`src/sv/pbd_pkg.sv`:
```
`timescale 1ns / 1ps
// ----------------------------------------------------------------------------
// pbd_pkg
// Types and constants shared by the pulse beat detector modules.
// ----------------------------------------------------------------------------
package pbd_pkg;

  // Field and state widths.
  localparam int SAMPLE_W   = 10;
  localparam int ELAPSED_W  = 10;
  localparam int LEVEL_W    = 10;
  localparam int INTERVAL_W = 20;
  localparam int BPM_W      = 16;
  localparam int CFG_IDX_W  = 3;
  localparam int CFG_DATA_W = 16;
  localparam int MS_W       = 16;

  // Saturation value of the time counter.
  localparam logic [INTERVAL_W-1:0] TIME_MAX = '1;

  // Beat interval after reset, and the refractory gate that follows from it.
  localparam logic [INTERVAL_W-1:0] START_INTERVAL = 20'd600;
  localparam logic [INTERVAL_W-1:0] START_GATE     = 20'd360;

  // Dividend of the rate division.
  localparam logic [BPM_W-1:0] MS_PER_MINUTE = 16'd60000;

  // floor(x / 5) = (x * RECIP_FIVE) >> RECIP_SHIFT, exact for x below 2^22.
  localparam logic [INTERVAL_W-1:0] RECIP_FIVE = 20'd838861;
  localparam int RECIP_SHIFT = 22;

  // Register reset values.
  localparam logic [LEVEL_W-1:0] LEVEL_RESET   = 10'd512;
  localparam logic [MS_W-1:0]    MIN_MS_RESET  = 16'd250;
  localparam logic [MS_W-1:0]    MAX_MS_RESET  = 16'd2500;

  // Configuration register indexes.
  typedef enum logic [CFG_IDX_W-1:0] {
    CFG_DEF_THRESHOLD = 3'd0,
    CFG_DEF_PEAK      = 3'd1,
    CFG_DEF_TROUGH    = 3'd2,
    CFG_MIN_INTERVAL  = 3'd3,
    CFG_MAX_INTERVAL  = 3'd4
  } cfg_idx_t;

  // Per-cycle control of the interval history chain.
  typedef struct packed {
    logic load_all;  // every cell takes the fill value
    logic shift;     // every cell takes its neighbor's value
  } cell_ctrl_t;

endpackage

```
`src/sv/pulse_beat_detector_bpm.sv`:
```
`timescale 1ns / 1ps
// ----------------------------------------------------------------------------
// pulse_beat_detector_bpm
// Pulse beat detector: adaptive threshold, beat timing and BPM estimate.
// ----------------------------------------------------------------------------
//  channel | ports                                   | transfer when
//  --------+-----------------------------------------+----------------------
//  in      | in_sample, in_elapsed_ms                | in_valid & in_ready
//  out     | out_bpm, out_beat, out_pulse_high       | out_valid & out_ready
//  cfg     | cfg_index, cfg_data                     | cfg_valid & cfg_ready
//
//  A sample without a new rate goes through S_EMIT to the output register,
//  which takes it once it is free. A beat that updates the rate first sums
//  the history chain in one rotation, then takes the mean by reciprocal
//  multiply, then runs the one-bit-per-cycle rate division. One sample is
//  worked at a time; a result waiting in the output register does not stop
//  the next transfer, but that sample's result waits for out_ready.
//  cfg_ready is always high. Synchronous reset restores the configuration
//  registers and detector state at once, not the work and output data.
// ----------------------------------------------------------------------------
module pulse_beat_detector_bpm #(
  parameter int HISTORY_DEPTH = 10
) (
  input  logic                              clk,
  input  logic                              rst_n,
  input  logic                              in_valid,
  output logic                              in_ready,
  input  logic [pbd_pkg::SAMPLE_W-1:0]      in_sample,
  input  logic [pbd_pkg::ELAPSED_W-1:0]     in_elapsed_ms,
  output logic                              out_valid,
  input  logic                              out_ready,
  output logic [pbd_pkg::BPM_W-1:0]         out_bpm,
  output logic                              out_beat,
  output logic                              out_pulse_high,
  input  logic                              cfg_valid,
  output logic                              cfg_ready,
  input  logic [pbd_pkg::CFG_IDX_W-1:0]     cfg_index,
  input  logic [pbd_pkg::CFG_DATA_W-1:0]    cfg_data
);

  localparam int IW         = pbd_pkg::INTERVAL_W;
  localparam int LW         = pbd_pkg::LEVEL_W;
  localparam int BW         = pbd_pkg::BPM_W;
  localparam int SUM_W      = IW + $clog2(HISTORY_DEPTH);
  localparam int DIV_STEP_W = $clog2(BW + 1);
  localparam int ROT_W      = (HISTORY_DEPTH > 1) ? $clog2(HISTORY_DEPTH) : 1;

  // floor(sum / HISTORY_DEPTH) = (sum * MEAN_RECIP) >> MEAN_SHIFT for every
  // sum below 2^SUM_W.
  localparam int MEAN_SHIFT = SUM_W + $clog2(HISTORY_DEPTH);
  localparam logic [SUM_W:0] MEAN_RECIP = (SUM_W + 1)'(
    ((64'd1 << MEAN_SHIFT) + 64'(HISTORY_DEPTH - 1)) / 64'(HISTORY_DEPTH));

  typedef enum logic [2:0] {
    S_IDLE,
    S_SUM,
    S_MEAN,
    S_RATE,
    S_BPM_WAIT,
    S_EMIT
  } state_t;

  state_t state_r, state_nxt;

  // Configuration registers.
  logic [LW-1:0]            def_thr_r, def_thr_nxt;
  logic [LW-1:0]            def_peak_r, def_peak_nxt;
  logic [LW-1:0]            def_trough_r, def_trough_nxt;
  logic [pbd_pkg::MS_W-1:0] min_ms_r, min_ms_nxt;
  logic [pbd_pkg::MS_W-1:0] max_ms_r, max_ms_nxt;

  // Detector state.
  logic [IW-1:0]  since_r, since_nxt;
  logic [IW-1:0]  interval_r, interval_nxt;
  logic [IW-1:0]  gate_r, gate_nxt;
  logic [LW-1:0]  peak_r, peak_nxt;
  logic [LW-1:0]  trough_r, trough_nxt;
  logic [LW-1:0]  thr_r, thr_nxt;
  logic           in_pulse_r, in_pulse_nxt;
  logic           first_r, first_nxt;
  logic           second_r, second_nxt;
  logic [BW-1:0]  bpm_r, bpm_nxt;

  // Work registers of one sample.
  logic              beat_r, beat_nxt;
  logic              upd_r, upd_nxt;
  logic [SUM_W-1:0]  acc_r, acc_nxt;
  logic [ROT_W-1:0]  rot_r, rot_nxt;
  logic [IW-1:0]     mean_r, mean_nxt;

  // Output register.
  logic           out_valid_r, out_valid_nxt;
  logic [BW-1:0]  out_bpm_r, out_bpm_nxt;
  logic           out_beat_r, out_beat_nxt;
  logic           out_pulse_r, out_pulse_nxt;

  // Per-sample evaluation.
  logic [IW:0]        since_sum;
  logic [IW-1:0]      n_ms;
  logic               above, below, past_gate, is_beat, timeout;
  logic [LW-1:0]      peak1, trough1;
  logic signed [LW:0] diff, half, mid;

  // Refractory gate: (interval / 5) * 3 through a reciprocal multiply.
  logic [2*IW-1:0]    recip_prod;
  logic [IW-1:0]      fifth;

  // Mean of the history through a reciprocal multiply.
  logic [2*SUM_W:0]   mean_prod;

  // History chain and divider.
  pbd_pkg::cell_ctrl_t   cell_ctrl;
  logic [IW-1:0]         tail_in;
  logic [IW-1:0]         cell_q [HISTORY_DEPTH];
  logic                  div_start, div_busy;
  logic [BW-1:0]         div_quo;
  logic [IW-1:0]         div_divisor;

  assign in_ready  = state_r == S_IDLE;
  assign cfg_ready = 1'b1;

  // Gate follows the registered beat interval in the next cycle, before the next sample.
  always_comb begin
    recip_prod = interval_r * pbd_pkg::RECIP_FIVE;
    fifth      = IW'(recip_prod[2*IW-1:pbd_pkg::RECIP_SHIFT]);
    gate_nxt   = {fifth[IW-2:0], 1'b0} + fifth;
  end

  // The accumulated sum times the reciprocal of the depth.
  always_comb begin
    mean_prod = (2*SUM_W + 1)'(acc_r) * (2*SUM_W + 1)'(MEAN_RECIP);
  end

  // Sample evaluation: time, level tracking, beat test, timeout and pulse end.
  always_comb begin
    since_sum = {1'b0, since_r} + (IW + 1)'(in_elapsed_ms);
    n_ms      = since_sum[IW] ? pbd_pkg::TIME_MAX : since_sum[IW-1:0];
    above     = in_sample > thr_r;
    below     = in_sample < thr_r;
    past_gate = n_ms > gate_r;
    trough1   = (below && past_gate && in_sample < trough_r) ? in_sample : trough_r;
    peak1     = (above && in_sample > peak_r) ? in_sample : peak_r;
    is_beat   = n_ms > IW'(min_ms_r) && above && !in_pulse_r && past_gate;
    timeout   = n_ms > IW'(max_ms_r);
    diff      = $signed({1'b0, peak1}) - $signed({1'b0, trough1});
    half      = $signed(diff + $signed({{LW{1'b0}}, diff[LW]})) >>> 1;
    mid       = $signed({1'b0, trough1}) + half;
  end

  // Configuration writes.
  always_comb begin
    def_thr_nxt    = def_thr_r;
    def_peak_nxt   = def_peak_r;
    def_trough_nxt = def_trough_r;
    min_ms_nxt     = min_ms_r;
    max_ms_nxt     = max_ms_r;
    if (cfg_valid) begin
      unique case (cfg_index)
        pbd_pkg::CFG_DEF_THRESHOLD: def_thr_nxt    = cfg_data[LW-1:0];
        pbd_pkg::CFG_DEF_PEAK:      def_peak_nxt   = cfg_data[LW-1:0];
        pbd_pkg::CFG_DEF_TROUGH:    def_trough_nxt = cfg_data[LW-1:0];
        pbd_pkg::CFG_MIN_INTERVAL:  min_ms_nxt     = cfg_data;
        pbd_pkg::CFG_MAX_INTERVAL:  max_ms_nxt     = cfg_data;
        default: ;
      endcase
    end
  end

  // Sequencer: sample update, history rotation, mean, rate division and result emission.
  always_comb begin
    state_nxt     = state_r;
    since_nxt     = since_r;
    interval_nxt  = interval_r;
    peak_nxt      = peak_r;
    trough_nxt    = trough_r;
    thr_nxt       = thr_r;
    in_pulse_nxt  = in_pulse_r;
    first_nxt     = first_r;
    second_nxt    = second_r;
    bpm_nxt       = bpm_r;
    beat_nxt      = beat_r;
    upd_nxt       = upd_r;
    acc_nxt       = acc_r;
    rot_nxt       = rot_r;
    mean_nxt      = mean_r;
    out_valid_nxt = out_valid_r;
    out_bpm_nxt   = out_bpm_r;
    out_beat_nxt  = out_beat_r;
    out_pulse_nxt = out_pulse_r;
    cell_ctrl     = '0;
    tail_in       = cell_q[0];
    div_start     = 1'b0;
    div_divisor   = mean_r;

    if (out_ready) begin
      out_valid_nxt = 1'b0;
    end

    unique case (state_r)
      S_IDLE: begin
        if (in_valid) begin
          since_nxt  = n_ms;
          peak_nxt   = peak1;
          trough_nxt = trough1;
          beat_nxt   = is_beat;
          upd_nxt    = !timeout;
          state_nxt  = S_EMIT;
          if (is_beat) begin
            in_pulse_nxt = 1'b1;
            interval_nxt = n_ms;
            since_nxt    = '0;
            if (first_r) begin
              first_nxt  = 1'b0;
              second_nxt = 1'b1;
            end else begin
              // Shift the new interval in; the second beat fills every cell.
              second_nxt         = 1'b0;
              cell_ctrl.shift    = 1'b1;
              cell_ctrl.load_all = second_r;
              tail_in            = n_ms;
              acc_nxt            = '0;
              rot_nxt            = '0;
              state_nxt          = S_SUM;
            end
          end
          if (!(is_beat && first_r)) begin
            if (below && in_pulse_r) begin
              in_pulse_nxt = 1'b0;
              thr_nxt      = mid[LW-1:0];
              peak_nxt     = mid[LW-1:0];
              trough_nxt   = mid[LW-1:0];
            end
            if (timeout) begin
              thr_nxt    = def_thr_r;
              peak_nxt   = def_peak_r;
              trough_nxt = def_trough_r;
              since_nxt  = '0;
              first_nxt  = 1'b1;
              second_nxt = 1'b0;
              bpm_nxt    = '0;
            end
          end
        end
      end
      S_SUM: begin
        // Rotate the chain once around, adding each entry as it leaves the head.
        cell_ctrl.shift = 1'b1;
        acc_nxt         = acc_r + SUM_W'(cell_q[0]);
        if (rot_r == ROT_W'(HISTORY_DEPTH - 1)) begin
          state_nxt = S_MEAN;
        end else begin
          rot_nxt = rot_r + 1'b1;
        end
      end
      S_MEAN: begin
        mean_nxt  = mean_prod[MEAN_SHIFT +: IW];
        state_nxt = S_RATE;
      end
      S_RATE: begin
        if (mean_r == '0) begin
          if (upd_r) begin
            bpm_nxt = '0;
          end
          state_nxt = S_EMIT;
        end else begin
          div_start = 1'b1;
          state_nxt = S_BPM_WAIT;
        end
      end
      S_BPM_WAIT: begin
        if (!div_busy) begin
          if (upd_r) begin
            bpm_nxt = div_quo;
          end
          state_nxt = S_EMIT;
        end
      end
      S_EMIT: begin
        if (!out_valid_r || out_ready) begin
          out_valid_nxt = 1'b1;
          out_bpm_nxt   = bpm_r;
          out_beat_nxt  = beat_r;
          out_pulse_nxt = in_pulse_r;
          state_nxt     = S_IDLE;
        end
      end
      default: state_nxt = S_IDLE;
    endcase
  end

  always_ff @(posedge clk) begin
    if (!rst_n) begin
      state_r      <= S_IDLE;
      def_thr_r    <= pbd_pkg::LEVEL_RESET;
      def_peak_r   <= pbd_pkg::LEVEL_RESET;
      def_trough_r <= pbd_pkg::LEVEL_RESET;
      min_ms_r     <= pbd_pkg::MIN_MS_RESET;
      max_ms_r     <= pbd_pkg::MAX_MS_RESET;
      since_r      <= '0;
      interval_r   <= pbd_pkg::START_INTERVAL;
      gate_r       <= pbd_pkg::START_GATE;
      peak_r       <= pbd_pkg::LEVEL_RESET;
      trough_r     <= pbd_pkg::LEVEL_RESET;
      thr_r        <= pbd_pkg::LEVEL_RESET;
      in_pulse_r   <= 1'b0;
      first_r      <= 1'b1;
      second_r     <= 1'b0;
      bpm_r        <= '0;
      rot_r        <= '0;
      out_valid_r  <= 1'b0;
    end else begin
      state_r      <= state_nxt;
      def_thr_r    <= def_thr_nxt;
      def_peak_r   <= def_peak_nxt;
      def_trough_r <= def_trough_nxt;
      min_ms_r     <= min_ms_nxt;
      max_ms_r     <= max_ms_nxt;
      since_r      <= since_nxt;
      interval_r   <= interval_nxt;
      gate_r       <= gate_nxt;
      peak_r       <= peak_nxt;
      trough_r     <= trough_nxt;
      thr_r        <= thr_nxt;
      in_pulse_r   <= in_pulse_nxt;
      first_r      <= first_nxt;
      second_r     <= second_nxt;
      bpm_r        <= bpm_nxt;
      rot_r        <= rot_nxt;
      out_valid_r  <= out_valid_nxt;
    end
    beat_r      <= beat_nxt;
    upd_r       <= upd_nxt;
    acc_r       <= acc_nxt;
    mean_r      <= mean_nxt;
    out_bpm_r   <= out_bpm_nxt;
    out_beat_r  <= out_beat_nxt;
    out_pulse_r <= out_pulse_nxt;
  end

  // Interval history: cell 0 is the oldest entry, the tail takes new data.
  for (genvar g = 0; g < HISTORY_DEPTH; g++) begin : g_hist
    logic [IW-1:0] nb;
    if (g == HISTORY_DEPTH - 1) begin : g_tail
      assign nb = tail_in;
    end else begin : g_body
      assign nb = cell_q[g + 1];
    end
    pbd_cell u_cell (
      .clk        (clk),
      .rst_n      (rst_n),
      .ctrl       (cell_ctrl),
      .fill_value (tail_in),
      .neighbor   (nb),
      .value      (cell_q[g])
    );
  end

  // Rate divider: 60000 over the mean interval, one bit per cycle.
  pbd_div #(
    .DIVIDEND_W (BW),
    .DIVISOR_W  (IW)
  ) u_div (
    .clk      (clk),
    .rst_n    (rst_n),
    .start    (div_start),
    .dividend (pbd_pkg::MS_PER_MINUTE),
    .divisor  (div_divisor),
    .steps    (DIV_STEP_W'(BW)),
    .busy     (div_busy),
    .quotient (div_quo)
  );

  assign out_valid      = out_valid_r;
  assign out_bpm        = out_bpm_r;
  assign out_beat       = out_beat_r;
  assign out_pulse_high = out_pulse_r;

endmodule

```
`src/sv/pbd_cell.sv`:
```
`timescale 1ns / 1ps
// ----------------------------------------------------------------------------
// pbd_cell
// One entry of the beat interval history; hands its value down the chain.
// ----------------------------------------------------------------------------
module pbd_cell (
  input  logic                               clk,
  input  logic                               rst_n,
  input  pbd_pkg::cell_ctrl_t                ctrl,
  input  logic [pbd_pkg::INTERVAL_W-1:0]     fill_value,
  input  logic [pbd_pkg::INTERVAL_W-1:0]     neighbor,
  output logic [pbd_pkg::INTERVAL_W-1:0]     value
);

  logic [pbd_pkg::INTERVAL_W-1:0] value_r;
  logic [pbd_pkg::INTERVAL_W-1:0] value_nxt;

  // A fill wins over a shift; otherwise the entry holds.
  always_comb begin
    value_nxt = value_r;
    if (ctrl.load_all) begin
      value_nxt = fill_value;
    end else if (ctrl.shift) begin
      value_nxt = neighbor;
    end
  end

  always_ff @(posedge clk) begin
    if (!rst_n) begin
      value_r <= '0;
    end else begin
      value_r <= value_nxt;
    end
  end

  assign value = value_r;

endmodule

```
`src/sv/pbd_div.sv`:
```
`timescale 1ns / 1ps
// ----------------------------------------------------------------------------
// pbd_div
// Restoring divider, one quotient bit per cycle, quotient MSB first.
// ----------------------------------------------------------------------------
module pbd_div #(
  parameter int DIVIDEND_W = 24,
  parameter int DIVISOR_W  = 20,
  localparam int STEP_W    = $clog2(DIVIDEND_W + 1)
) (
  input  logic                  clk,
  input  logic                  rst_n,
  input  logic                  start,
  input  logic [DIVIDEND_W-1:0] dividend,
  input  logic [DIVISOR_W-1:0]  divisor,
  input  logic [STEP_W-1:0]     steps,
  output logic                  busy,
  output logic [DIVIDEND_W-1:0] quotient
);

  logic [STEP_W-1:0]     cnt_r, cnt_nxt;
  logic [DIVIDEND_W-1:0] quo_r, quo_nxt;
  logic [DIVISOR_W-1:0]  rem_r, rem_nxt;
  logic [DIVISOR_W-1:0]  dvs_r, dvs_nxt;
  logic [DIVISOR_W:0]    rem_sh;
  logic [DIVISOR_W:0]    rem_sub;
  logic                  fits;

  // Load on start, else one trial subtraction of the shifted remainder.
  always_comb begin
    rem_sh  = {rem_r, quo_r[DIVIDEND_W-1]};
    fits    = rem_sh >= {1'b0, dvs_r};
    rem_sub = rem_sh - {1'b0, dvs_r};
    cnt_nxt = cnt_r;
    quo_nxt = quo_r;
    rem_nxt = rem_r;
    dvs_nxt = dvs_r;
    if (start) begin
      cnt_nxt = steps;
      quo_nxt = dividend;
      rem_nxt = '0;
      dvs_nxt = divisor;
    end else if (cnt_r != '0) begin
      cnt_nxt = cnt_r - 1'b1;
      quo_nxt = {quo_r[DIVIDEND_W-2:0], fits};
      rem_nxt = fits ? rem_sub[DIVISOR_W-1:0] : rem_sh[DIVISOR_W-1:0];
    end
  end

  always_ff @(posedge clk) begin
    if (!rst_n) begin
      cnt_r <= '0;
    end else begin
      cnt_r <= cnt_nxt;
    end
    quo_r <= quo_nxt;
    rem_r <= rem_nxt;
    dvs_r <= dvs_nxt;
  end

  assign busy     = cnt_r != '0;
  assign quotient = quo_r;

endmodule

```
`config.mk`:
```
export PLATFORM = sky130hd
export DESIGN_NAME = pulse_beat_detector_bpm
export DESIGN_NICKNAME = d
export VERILOG_FILES = /design/src/sv/pbd_pkg.sv /design/src/sv/pulse_beat_detector_bpm.sv /design/src/sv/pbd_cell.sv /design/src/sv/pbd_div.sv
export SDC_FILE = /design/constraint.sdc
export NUM_CORES = 2
export LEC_CHECK = 0
export ABC_AREA = 1
export BUFFER_PORTS_ARGS = -buffer_cell sky130_fd_sc_hd__buf_2
export CAP_MARGIN = 30
export CORE_MARGIN = 1.5
export CORE_UTILIZATION = 59
export CTS_CLUSTER_DIAMETER = 120
export CTS_CLUSTER_SIZE = 24
export DETAILED_ROUTE_END_ITERATION = 8
export GPL_TIMING_DRIVEN = 0
export PLACE_DENSITY = 0.78
export SLEW_MARGIN = 10
export SYNTH_ARGS = -nofsm -noshare
export SYNTH_HDL_FRONTEND = slang
export SYNTH_HIERARCHICAL = 1
export SYNTH_SLANG_ARGS = --single-unit
```
`constraint.sdc`:
```
create_clock -name clk -period 7.68 [get_ports clk]
set_input_delay 1.152 -clock clk [delete_from_list [all_inputs] [get_ports clk]]
set_output_delay 1.152 -clock clk [all_outputs]
set_load 0.02 [all_outputs]
```
==> results.ini <==
[die]
die_y_um = 281
rows = 101
initial_utilization_pct = 59.9
die_area_um2 = 79200
boundaryPins = 65
core_um2 = 76300
fp.dieW_um = 281

[cells_and_area]
drive_above_1_share_pct = 11.4
nets = 7137
area_delta_synth_final_pct = 11.1
fillers = 6180
fin_util_pct = 66.6

[clocking]
cts_root_buf = clkbuf_16
numClockSinks = 504
cts_made_buffers = 25
clk_latency_ns = 0.64
cts_tree = yes
holdBufCountCts = 0
htreeDepth = 1
path_clk_slew_ns = 0.11
clock_path_buffers = 3

[synthesis]
syn_area_per_cell_um2 = 7.83
synth-edff-count = 100
ys.flop_type = dfxtp_1
yosysTopAreaCellShare_pct = 17.7
syn_inst = 5843
synth_warnings = 6
yosys.area.top_type = dfxtp_1
synth_area_um2 = 45700
ys_top_cells_by_area = dfxtp_1, ha_1, fa_1
ys_types = 71
synth_seq_cells = 504
synthArstFlopShare_pct = 0
ys_seq_area_share_pct = 24.3

[place]
port_buffers = 63
dp_slack_ns = -2.00
place_hpwl_um = 95000
gp_congestion = 0.963

[timing]
relSlewSlack_pct = 28.5
timing.final.ws_setup_ns = -0.547
grt_setup_unrepaired = yes
whs_ns = 0.439
finalClockSkew_ns = 0.0387
finalHoldViolations = 0
fin_crit_sh_pct = 107
slew_viol_final = 0
setup_viol_count_final = 26
fin_crit_ns = 8.23
tightestPinTransition_ns = 1.07
setup_tns_ns = -7.27
fmax_mhz = 122

[worst_setup_path]
reg2reg_to = gate_r[19]
slowest_delay_ns = 0.63
cp.arrival_ns = 8.82
cp_top_family = adder cells
rrSetupSlack_ns = -0.55
path_buf_inv = 11
critPathSlowestCell = fa_1
path_max_fanout = 6
critPathLaunchType = flip-flop
worstPathRequired_ns = 8.27
critical_path_class = reg2reg
rr_startpoint = interval_r[15]
critPathLaunch = interval_r[15]
reg2regPathDepth = 43
worstSetupEndpointType = flip-flop

[route]
wire_per_inst_um = 17.9
vias = 39692
via_per_inst = 5.55
drtIter0Drc = 3505
wl_um = 128000
postRouteAntennaNets = 0
drc = 0
first_pass_iters = 6

[run]
maxCapViolCount = 0

[global_routing]
first_global_vias = 38314
grt_max_degree = 31
globalRoute.totalOverflow = 0
grt_pass1_wl_um = 196000
grt_usage_pct = 31.0
antenna_found_initial = 7

[status]
violations = negative setup slack
outcome = finished, violations left

[min_path]
min_to = u_div/dvs_r[17]
hp-class = reg2reg
min-delay-start = div_divisor[17]
holdPathStages = 0

==> registers in the layout, indices dropped and copies added (netlist names), 16 cells and up <==
register / count
acc_r: 24
interval_r: 20
bpm_r: 16
u_div/dvs_r: 20
max_ms_r: 16
out_bpm: 16
since_r: 20
u_div/rem_r: 20
g_hist.u_cell/value: 200
div_divisor: 20
gate_r: 20
min_ms_r: 16
u_div/quotient: 16
==> layer usage <==
layer  vias to the layer above  track usage, %  wire length (µm)
li1                      18910               -                 -
met3                       459            5.28             11200
met1                     18688            40.1             50700
met4                         6            11.1              6200
met2                      1629            52.5             60000
met5                         -               0                47
==> worst register-to-register path: cells and delay by family, from the launching register on <==
family / cells / cell delay [ns]
adders and majority gates: 9 / 4.02
DFF: 1 / 0.46
and+or+nand+nor: 13 / 1.29
buffers and inverters: 11 / 0.92
xor gates and xnor gates: 1 / 0.34
AOI/OAI and AO/OA: 9 / 1.18
==> logic make-up (layout without fill, tap and decap cells) <==
family | count (synthesis) | in the layout | synth area share, %
AO/OA/AOI/OAI | 645 | 645 | 8.03
XOR/XNOR | 90 | 90 | 1.72
buffers and inverters | 1404 | 1658 | 12.0
other | 2 | 27 | 0.0164
flip-flops | 504 | 504 | 24.3
AND/OR/NAND/NOR | 2210 | 2210 | 20.9
adder cells (fa/ha/maj) | 988 | 988 | 33.0
==> worst max path at each step <==
stage | slack, ns | cells after the start | end
after global placement | -1.87 | 51 | trough_r[7]
after global routing | -0.75 | 43 | gate_r[19]
after detailed placement | -2.00 | 53 | trough_r[8]
final | -0.55 | 43 | gate_r[19]
after CTS | -0.01 | 57 | trough_r[8]
after floorplan | 0.01 | 54 | peak_r[9]
==> final cells by class <==
cell class / instances / area [µm²] / share of cell area (%)
multi-input cells: 3955 / 30500 / 60.0
repair buffers: 215 / 1580 / 3.11
diodes: 5 / 12.5 / 0.0246
clock inverters: 5 / 52.6 / 0.103
flip-flops and latches: 504 / 11200 / 22.0
plain buffers: 169 / 891 / 1.75
well taps: 1030 / 1290 / 2.54
inverters: 1235 / 4670 / 9.19
clock buffers: 34 / 669 / 1.32
==> per-stage QoR <==
step / std cells / cell area, µm²
6_report: 7152 / 50800
5_1_grt: 7147 / 50800
4_1_cts: 7083 / 49400
3_5_place_dp: 6967 / 47600
3_3_place_gp: 6956 / 47400
2_1_floorplan: 5863 / 45800
==> Yosys cell counts, types with 4 or more instances <==
cell type,instances
a22o_1,4
a21oi_2,13
a21o_1,14
nand3_1,538
nor3_1,25
nand2_4,7
inv_1,1207
a211oi_1,13
nand3b_1,6
o21bai_2,4
o21ai_0,178
nor2_1,236
o21a_1,28
nor4_1,8
nand2_2,14
o211ai_1,14
xor2_1,57
a22oi_1,5
nor2_2,8
fa_1,366
or2_2,6
o31ai_1,7
buf_2,70
inv_2,19
clkinv_1,6
o21bai_1,9
nand3_2,24
buf_4,24
nand4_1,27
xnor2_1,33
o221ai_1,4
o21ai_1,20
edfxtp_1,100
a221oi_1,5
clkbuf_1,65
a31oi_1,15
nor2_4,5
buf_1,5
dfxtp_1,404
a21oi_1,298
ha_1,622
nand2_1,1294
==> layout by cell type (no fill, tap or decap), drive strengths merged, types with 15 or more instances in the layout <==
cell and n:
xor2 57, nand3 563, nor3 27, o21a 28, nand2 1317, ha 622
dfxtp 404, xnor2 33, nand4 29, a21oi 312, nor2 250, fa 366
clkbuf 100, edfxtp 100, a31oi 15, buf 318, conb 22, o21ai 201
inv 1230
==> timing repair <==
item	4_1_cts	5_1_grt
cloned	0	1
buffers inserted	77	62
setup endpoints to repair	35	29
pin swaps	42	121
gates resized for setup	143	196
Power is not shown: default switching activity piles up to over one toggle a cycle in this logic, so the estimate is an artifact.
